`config.mk`:
```
export PLATFORM = sky130hd
export DESIGN_NAME = loopback_initiator_sequencer
export DESIGN_NICKNAME = d
export VERILOG_FILES = /design/src/sv/lbis_pkg.sv /design/src/sv/loopback_initiator_sequencer.sv
export SDC_FILE = /design/constraint.sdc
export NUM_CORES = 1
export LEC_CHECK = 0
export CAP_MARGIN = 20
export CORE_MARGIN = 2
export CORE_UTILIZATION = 60
export DETAILED_ROUTE_END_ITERATION = 8
export DONT_BUFFER_PORTS = 1
export PLACE_DENSITY = 0.76
export SKIP_CTS_REPAIR_TIMING = 1
export SYNTH_ARGS = -nofsm -noshare
export SYNTH_HDL_FRONTEND = slang
export SYNTH_SLANG_ARGS = --single-unit
```
`constraint.sdc`:
```
create_clock -name clk -period 12.6 [get_ports clk]
set_input_delay 1.89 -clock clk [delete_from_list [all_inputs] [get_ports clk]]
set_output_delay 1.89 -clock clk [all_outputs]
set_load 0.02 [all_outputs]
```
`src/sv/lbis_pkg.sv`:
```
package lbis_pkg;

  // Event codes carried in in_tuser
  typedef enum logic [1:0] {
    EV_START  = 2'd0,
    EV_REPLY  = 2'd1,
    EV_TICK   = 2'd2,
    EV_UNUSED = 2'd3
  } event_kind_t;

  // Configuration register indexes
  localparam logic REG_ENABLE  = 1'b0;
  localparam logic REG_TIMEOUT = 1'b1;

  localparam int unsigned  CFG_DATA_W      = 16;
  localparam logic [15:0]  TIMEOUT_DEFAULT = 16'd5000;

  localparam int unsigned IN_DATA_W  = 96;
  localparam int unsigned OUT_DATA_W = 192;

  // Result tdata bit positions, lowest field first
  localparam int unsigned O_SEND     = 0;
  localparam int unsigned O_TID_LO   = 1;
  localparam int unsigned O_DEST_LO  = 33;
  localparam int unsigned O_WAIT     = 81;
  localparam int unsigned O_REM_LO   = 82;
  localparam int unsigned O_SENT_LO  = 90;
  localparam int unsigned O_INSEQ_LO = 122;
  localparam int unsigned O_OOSEQ_LO = 154;
  localparam int unsigned O_TIMEOUT  = 186;

endpackage

```
`src/sv/loopback_initiator_sequencer.sv`:
```
// Loopback initiator sequencer. Takes one event per request on the in_
// channel (start, reply, tick) and answers each with exactly one status
// request on the out_ channel. Every event is resolved in the cycle it is
// accepted: the session state updates at that edge and the result lands in
// a single output register, so one event per clock is sustained unless the
// output stalls. The input is stalled only while the output
// register is full and out_tready is low. A start opens a session of
// lbm_count messages to dest_addr and sends the first one at once; each
// in-sequence reply sends the next; tick events count down the reply timer
// loaded from timeout_ticks. Configuration (enable, timeout_ticks) is
// written through cfg_we/cfg_addr/cfg_wdata and should change only while
// the block is idle. All counters wrap.
module loopback_initiator_sequencer
  import lbis_pkg::*;
(
  input  logic                  clk,
  input  logic                  rst_n,
  input  logic                  in_tvalid,
  output logic                  in_tready,
  // lbm_count[7:0], dest_addr[55:8], reply_trans_id[87:56], reply_valid[88]
  input  logic [IN_DATA_W-1:0]  in_tdata,
  // kind[1:0]
  input  logic [1:0]            in_tuser,
  output logic                  out_tvalid,
  input  logic                  out_tready,
  // send_lbm[0], send_trans_id[32:1], send_dest[80:33], waiting[81],
  // remaining[89:82], sent_count[121:90], in_sequence_count[153:122],
  // out_of_sequence_count[185:154], timed_out[186], zero pad above
  output logic [OUT_DATA_W-1:0] out_tdata,
  input  logic                  cfg_we,
  input  logic                  cfg_addr,
  input  logic [CFG_DATA_W-1:0] cfg_wdata
);

  // configuration
  logic        enable_r;
  logic [15:0] timeout_r;

  // session state
  logic [7:0]  to_send_r,   to_send_nxt;
  logic [31:0] next_id_r,   next_id_nxt;
  logic [31:0] exp_id_r,    exp_id_nxt;
  logic        awaiting_r,  awaiting_nxt;
  logic        running_r,   running_nxt;
  logic [15:0] timer_r,     timer_nxt;
  logic [47:0] dest_r,      dest_nxt;
  logic [31:0] sent_r,      sent_nxt;
  logic [31:0] inseq_r,     inseq_nxt;
  logic [31:0] ooseq_r,     ooseq_nxt;

  logic                  out_valid_r;
  logic [OUT_DATA_W-1:0] out_data_r, out_data_nxt;

  logic        accept;
  event_kind_t kind;
  logic [7:0]  req_count;
  logic [47:0] req_dest;
  logic [31:0] req_rid;
  logic        req_rvalid;
  logic        launch;
  logic        expired;
  logic [15:0] timer_dec;
  logic [7:0]  launch_base;   // to_send before the launch decrement
  logic [47:0] launch_dest;

  assign in_tready  = !out_valid_r || out_tready;
  assign accept     = in_tvalid && in_tready;
  assign out_tvalid = out_valid_r;
  assign out_tdata  = out_data_r;

  assign kind       = event_kind_t'(in_tuser);
  assign req_count  = in_tdata[7:0];
  assign req_dest   = in_tdata[55:8];
  assign req_rid    = in_tdata[87:56];
  assign req_rvalid = in_tdata[88];
  assign timer_dec  = timer_r - 16'd1;

  // event decode and state update
  always_comb begin
    to_send_nxt  = to_send_r;
    next_id_nxt  = next_id_r;
    exp_id_nxt   = exp_id_r;
    awaiting_nxt = awaiting_r;
    running_nxt  = running_r;
    timer_nxt    = timer_r;
    dest_nxt     = dest_r;
    sent_nxt     = sent_r;
    inseq_nxt    = inseq_r;
    ooseq_nxt    = ooseq_r;
    launch       = 1'b0;
    expired      = 1'b0;
    launch_base  = to_send_r;
    launch_dest  = dest_r;

    unique case (kind)
      EV_START: begin
        if (enable_r && (req_count != 8'd0) && !awaiting_r) begin
          launch      = 1'b1;
          launch_base = req_count;
          launch_dest = req_dest;
        end
      end
      EV_REPLY: begin
        if (awaiting_r && req_rvalid) begin
          if (req_rid != exp_id_r) begin
            ooseq_nxt = ooseq_r + 32'd1;
          end else if (running_r) begin
            timer_nxt    = '0;
            awaiting_nxt = 1'b0;
            exp_id_nxt   = exp_id_r + 32'd1;
            inseq_nxt    = inseq_r + 32'd1;
            launch       = (to_send_r != 8'd0);
          end
        end
      end
      EV_TICK: begin
        if (timer_r != 16'd0) begin
          timer_nxt = timer_dec;
          // expiry with messages still queued ends the wait
          if ((timer_dec == 16'd0) && (to_send_r != 8'd0)) begin
            running_nxt  = 1'b0;
            awaiting_nxt = 1'b0;
            expired      = 1'b1;
          end
        end
      end
      default: ;
    endcase

    if (launch) begin
      dest_nxt     = launch_dest;
      exp_id_nxt   = next_id_r;
      next_id_nxt  = next_id_r + 32'd1;
      timer_nxt    = timeout_r;
      running_nxt  = 1'b1;
      awaiting_nxt = 1'b1;
      to_send_nxt  = launch_base - 8'd1;
      sent_nxt     = sent_r + 32'd1;
    end

    out_data_nxt = '0;
    out_data_nxt[O_SEND]               = launch;
    out_data_nxt[O_TID_LO +: 32]       = launch ? next_id_r : 32'd0;
    out_data_nxt[O_DEST_LO +: 48]      = launch ? launch_dest : 48'd0;
    out_data_nxt[O_WAIT]               = awaiting_nxt;
    out_data_nxt[O_REM_LO +: 8]        = to_send_nxt;
    out_data_nxt[O_SENT_LO +: 32]      = sent_nxt;
    out_data_nxt[O_INSEQ_LO +: 32]     = inseq_nxt;
    out_data_nxt[O_OOSEQ_LO +: 32]     = ooseq_nxt;
    out_data_nxt[O_TIMEOUT]            = expired;
  end

  always_ff @(posedge clk) begin
    if (!rst_n) begin
      enable_r    <= 1'b1;
      timeout_r   <= TIMEOUT_DEFAULT;
      to_send_r   <= '0;
      next_id_r   <= '0;
      exp_id_r    <= '0;
      awaiting_r  <= 1'b0;
      running_r   <= 1'b0;
      timer_r     <= '0;
      dest_r      <= '0;
      sent_r      <= '0;
      inseq_r     <= '0;
      ooseq_r     <= '0;
      out_valid_r <= 1'b0;
    end else begin
      if (cfg_we) begin
        unique case (cfg_addr)
          REG_ENABLE:  enable_r  <= cfg_wdata[0];
          REG_TIMEOUT: timeout_r <= cfg_wdata[15:0];
          default: ;
        endcase
      end
      if (accept) begin
        to_send_r  <= to_send_nxt;
        next_id_r  <= next_id_nxt;
        exp_id_r   <= exp_id_nxt;
        awaiting_r <= awaiting_nxt;
        running_r  <= running_nxt;
        timer_r    <= timer_nxt;
        dest_r     <= dest_nxt;
        sent_r     <= sent_nxt;
        inseq_r    <= inseq_nxt;
        ooseq_r    <= ooseq_nxt;
      end
      if (accept) begin
        out_valid_r <= 1'b1;
      end else if (out_tready) begin
        out_valid_r <= 1'b0;
      end
    end
  end

  // result payload needs no reset
  always_ff @(posedge clk) begin
    if (accept) begin
      out_data_r <= out_data_nxt;
    end
  end

endmodule

```
==> Yosys cells after proc, flatten, opt, wreduce, memory -nomap -nowiden <==
Index checks and enable logic that the tools add are counted.
{ "word_totals": {"output_inout_bits": 194, "input_bits": 120, "register_bits": 439} }
{ "classes": {"eq_ne": 8, "bitwise": 1, "muxes": 43, "addsub": 7, "n_reduce_logical": 28} }
{ "op_table": {"columns": ["operator", "n"], "rows": [
  ["32-bit 2-to-1 mux", 13],
  ["32-bit by 1-bit adder with 32-bit output, second input constant", 5],
  ["48-bit 2-to-1 mux", 2],
  ["16-bit 2-to-1 mux", 5],
  ["32-bit inequality test", 1],
  ["16-bit case mux with 2 select lines", 1],
  ["8-bit 2-to-1 mux", 3],
  ["1-bit 2-to-1 mux", 17],
  ["16-bit zero test", 1],
  ["16-bit nonzero test", 1],
  ["8-bit nonzero test", 2],
  ["16-bit by 1-bit subtractor with 16-bit output, second input constant", 1],
  ["2-bit nonzero test", 7],
  ["3-bit inequality test, second input constant", 4],
  ["2-bit AND reduction", 4],
  ["8-bit by 1-bit subtractor with 8-bit output, second input constant", 1],
  ["6-bit AND reduction", 1],
  ["1-bit logical AND", 5],
  ["5-bit AND reduction", 1],
  ["1-bit case mux with 2 select lines", 2],
  ["4-bit AND reduction", 1],
  ["3-bit nonzero test", 1],
  ["2-bit by 1-bit == test with 1-bit output, second input constant", 1],
  ["2-bit == test, second input constant", 1],
  ["5 further kinds", 6]
]} }

==> Logic depth before layout (Yosys ltp) <==
{ "logic_depth": {"depth_word": 7, "depth_mapped": 16, "depth_no_buf": 12} }

==> Worst setup path after synthesis <==
Ideal clock, no wire load.
{ "synth_timing": {"path_kind": "input-to-reg", "start": "in out_tready", "end": "reg inseq_r[28]", "required_time_ns": 12.508, "slack_ns": 3.383, "cell_stages": 8, "arrival_ns": 9.125, "cell_sequence": "nand2b_1 -> nand2_1 -> inv_1 -> clkbuf_1 -> clkbuf_1 -> buf_1 -> nand3_1 -> mux2i_1"} }
{ "synth_between": {"elab_chain_cells": 2} }
{ "synth_lines": {"columns": ["element", "line_no", "text"], "rows": [
  ["start, declared", "loopback_initiator_sequencer.sv:25", "input logic out_tready,"],
  ["1-bit logical OR", "loopback_initiator_sequencer.sv:66", "assign in_tready = !out_valid_r || out_tready;"],
  ["1-bit logical AND", "loopback_initiator_sequencer.sv:67", "assign accept = in_tvalid && in_tready;"],
  ["named net accept", "loopback_initiator_sequencer.sv:54", "logic accept;"],
  ["end signal, assigned", "loopback_initiator_sequencer.sv:185", "inseq_r <= inseq_nxt;"],
  ["end, declared", "loopback_initiator_sequencer.sv:48", "logic [31:0] inseq_r, inseq_nxt;"]
]} }
The timed path passes the listed nets, and every way through them passes these cells.
A chain may end at the register's enable or synchronous reset.

==> Worst setup path in the final report <==
{ "layout_timing": {"start": "in in_tdata[71]", "end": "reg out_data_r[101], in the netlist out_tdata[101] (data pin)"} }
{ "layout_between": {"elab_chain_cells": 5} }
{ "layout_lines": {"columns": ["element", "line_no", "text"], "rows": [
  ["start, declared", "loopback_initiator_sequencer.sv:21", "input logic [IN_DATA_W-1:0] in_tdata,"],
  ["32-bit inequality test", "loopback_initiator_sequencer.sv:105", "if (req_rid != exp_id_r) begin"],
  ["1-bit 2-to-1 mux", "loopback_initiator_sequencer.sv:105", null],
  ["1-bit 2-to-1 mux", "loopback_initiator_sequencer.sv:104", "if (awaiting_r && req_rvalid) begin"],
  ["1-bit case mux with 2 select lines", "loopback_initiator_sequencer.sv:95", "unique case (kind)"],
  ["32-bit 2-to-1 mux", "loopback_initiator_sequencer.sv:130", "if (launch) begin"],
  ["named net out_data_nxt[101]", "loopback_initiator_sequencer.sv:52", "logic [OUT_DATA_W-1:0] out_data_r, out_data_nxt;"],
  ["end signal, assigned", "loopback_initiator_sequencer.sv:199", "out_data_r <= out_data_nxt;"],
  ["end, declared", "loopback_initiator_sequencer.sv:52", null]
]} }
The timed path passes the listed nets, and every way through them passes these cells.

==> results.txt <==
Port Buf Inserts -> 0
Post-synth EDFFs -> 187
top cells by count, synth -> nand2_1, dfxtp_1, nor2_1, edfxtp_1, a21oi_1
Slew Limit Fails -> 0
slowest stage cell on the critical path -> o41a_2
largest net degree at the start of global routing -> 97
drt pass-1 iters -> 5
RSZ-0062 raised after global routing -> no
number of diodes -> 0
Avg Synthesized Cell Area -> 9.53 um^2
CTS clk-pin slew, worst paths -> 0.06 ns
via count -> 15700
TritonCTS buffer count -> 45
worst path required time -> 12.90 ns
Peak Freq -> 160 MHz
Flop pwr share -> 51.3%
Worst setup EP type -> register
CP cell instances -> xor2_1 > nor4_1 > nand4_1 > o41a_2 > inv_4 > buf_4 > nand3_1 > nor2_1 > xor2_1
Worst Setup Start Kind -> primary input
pwr dens -> 142 nW/um^2
total of max-cap violations -> 0
top-count cell post-synth -> nand2_1
Final Hold Fails -> 0
Total GRT Usage -> 27.8%
Final ANT Viol Nets -> 0
switching power -> 0.739 mW
Yosys top cell area share -> 27.5%
sequential area share after synthesis -> 52.2%
total power -> 3.14 mW
RePlAce Congestion -> 0.883
Main synth FF type -> dfxtp_1
relative slew slack -> 26.5%
final worst-path cycle share -> 49.8%
kind of critical path -> in2reg
I/O pin count -> 314
DRT Wirelength -> 51.0 mm
die span in x -> 188 um
DR vias/cell -> 6.17
Worst Path Max Fanout -> 88
FFs w/ async S/R, synth -> 0%
Synth Register Bits -> 439
Worst Path Arrival -> 6.57 ns
Clk Tree Root Cell -> clkbuf_16
Synth Instances -> 2142
gr ovfl total -> 0
status -> finished clean
final setup violation count -> 0
Worst Skew -> 0.0195 ns
CTS tree -> done
top post-synthesis cells by area -> edfxtp_1, dfxtp_1, nand2_1
initial core utilization -> 60.9%
Residual DRC -> 0
vias in the first global route -> 14700
Setup TNS -> 0 ns
core area -> 33500 um^2
design internal power -> 2.40 mW
Hold Path Class -> reg2reg
share of cells above drive strength 1 -> 5.75%
clock latency on the worst-skew pair -> 0.56 ns
Synthesis Warnings -> 0
switching part of the total power -> 23.6%
Post-layout nets -> 2199
hpwl dp -> 33.4 mm
Max clock buf depth -> 3
most used cell, CP -> xor2_1
initial drt markers -> 1683
Post-Syn Area -> 20400 um^2
Worst IR Drop VDD -> 0.0957 mV
CTS sink cnt -> 439
Fill cells -> 2559
Final Util -> 65.9%
library cells used by synthesis -> 75
LEAKAGE -> 7.59 nW
area grow syn2layout -> 8.20%
H-tree depth -> 2
FP Rows -> 67
post-route minimum period -> 6.27 ns
Slew @ Worst Pin -> 1.10 ns
Clock power frac -> 43.4%
part of the power in combinational logic -> 5.4%
first-pass GRT wire length -> 79.6 mm
die height -> 188 um
CP peak stage delay -> 0.88 ns
largest area contributor in the netlist -> edfxtp_1
die area -> 35500 um^2
antenna violations before repair -> 0
average wire per standard cell -> 20.0 um
metrics by stage:
stage / worst slack, ns / hold slack [ns] / area [um^2] / instances
floorplan: 3.38 / 0.436 / 20400 / 2146
global placement: 6.09 / 0.441 / 20500 / 2468
detailed placement: 6.03 / 0.447 / 20500 / 2468
CTS: 6.58 / 0.455 / 22100 / 2550
global route: 6.00 / 0.471 / 22100 / 2551
finish: 6.33 / 0.454 / 22100 / 2551
cells by family after synthesis:
kind of cell               Yosys count  share of synthesized area (%)
adders and majority gates           11                          0.674
xor gates and xnor gates           229                           9.83
other                                1                         0.0184
and+or+nand+nor                    942                           22.6
AOI/OAI and AO/OA                  332                           10.4
DFF                                439                           52.2
buffers and inverters              171                           3.45
muxes                               17                          0.852
final timing paths:
check / from / end / slack, ns / cells after the start
worst min-delay path: dest_r[4] / dest_r[4] / 0.45 / 2
worst min register to register: dest_r[4] / dest_r[4] / 0.45 / 2
worst max-delay path: in_tdata[71] / out_tdata[101] / 6.33 / 9
worst max register to register: exp_id_r[24] / out_tdata[101] / 7.20 / 9
state kept, by name, summed over array words and instances, names as in the netlist, 8 cells and up:
signal and cells:
inseq_r 32, dest_r 48, ooseq_r 32, timeout_r 16
sent_r 32, to_send_r 8, timer_r 16, exp_id_r 32
next_id_r 32, out_tdata 187
per-layer routing:
metal	GRT usage [%]	wire length [um]	vias to the layer above
met5	0	0	-
met4	9.31	1590	0
met3	5.57	3980	105
met2	45.4	24300	694
met1	37.4	21100	7534
li1	-	-	7409
layout make-up:
type	count	area, um^2	area share (%)
multi-input cells	1536	9090	41.2
clock buffers	75	1430	6.45
clock inverters	7	96.3	0.436
well taps	448	561	2.54
flip-flops and latches	439	10700	48.3
inverters	30	128	0.578
repair buffers	16	124	0.561
worst max-delay path, delay by kind of cell:
family	cells	cell delay (ns)
AOI/OAI and AO/OA	1	0.88
and+or+nand+nor	4	2.38
buffers and inverters	2	1.12
xor gates and xnor gates	2	0.22
cells in the final DEF (no fill, tap or decap), drive strengths merged, types with 5 or more instances in the layout:
master,count
a21boi,8
a21oi,126
a22o,49
a31oi,18
and2,44
and3,23
and4,13
buf,16
clkbuf,75
conb,5
dfxtp,252
edfxtp,187
ha,11
inv,30
mux2i,14
nand2,317
nand2b,13
nand3,88
nand4,45
nor2,191
nor3,82
nor4,49
nor4b,6
o21a,7
o21ai,54
o22ai,23
o31a,7
o31ai,9
or2,10
or3,34
or4,17
xnor2,124
xor2,105
power groups by stage:
| stage | Combinational (mW) | Sequential, mW | Clock [mW] |
|---|---|---|---|
| after global routing | 0.188 | 1.61 | 1.43 |
| after CTS | 0.168 | 1.61 | 1.38 |
| after detailed placement | 0.167 | 1.64 | 0 |
| final | 0.169 | 1.61 | 1.36 |
| after global placement | 0.163 | 1.64 | 0 |
| after floorplan | 0.138 | 1.63 | 0 |
No activity file was read; power rests on OpenSTA's default activity.
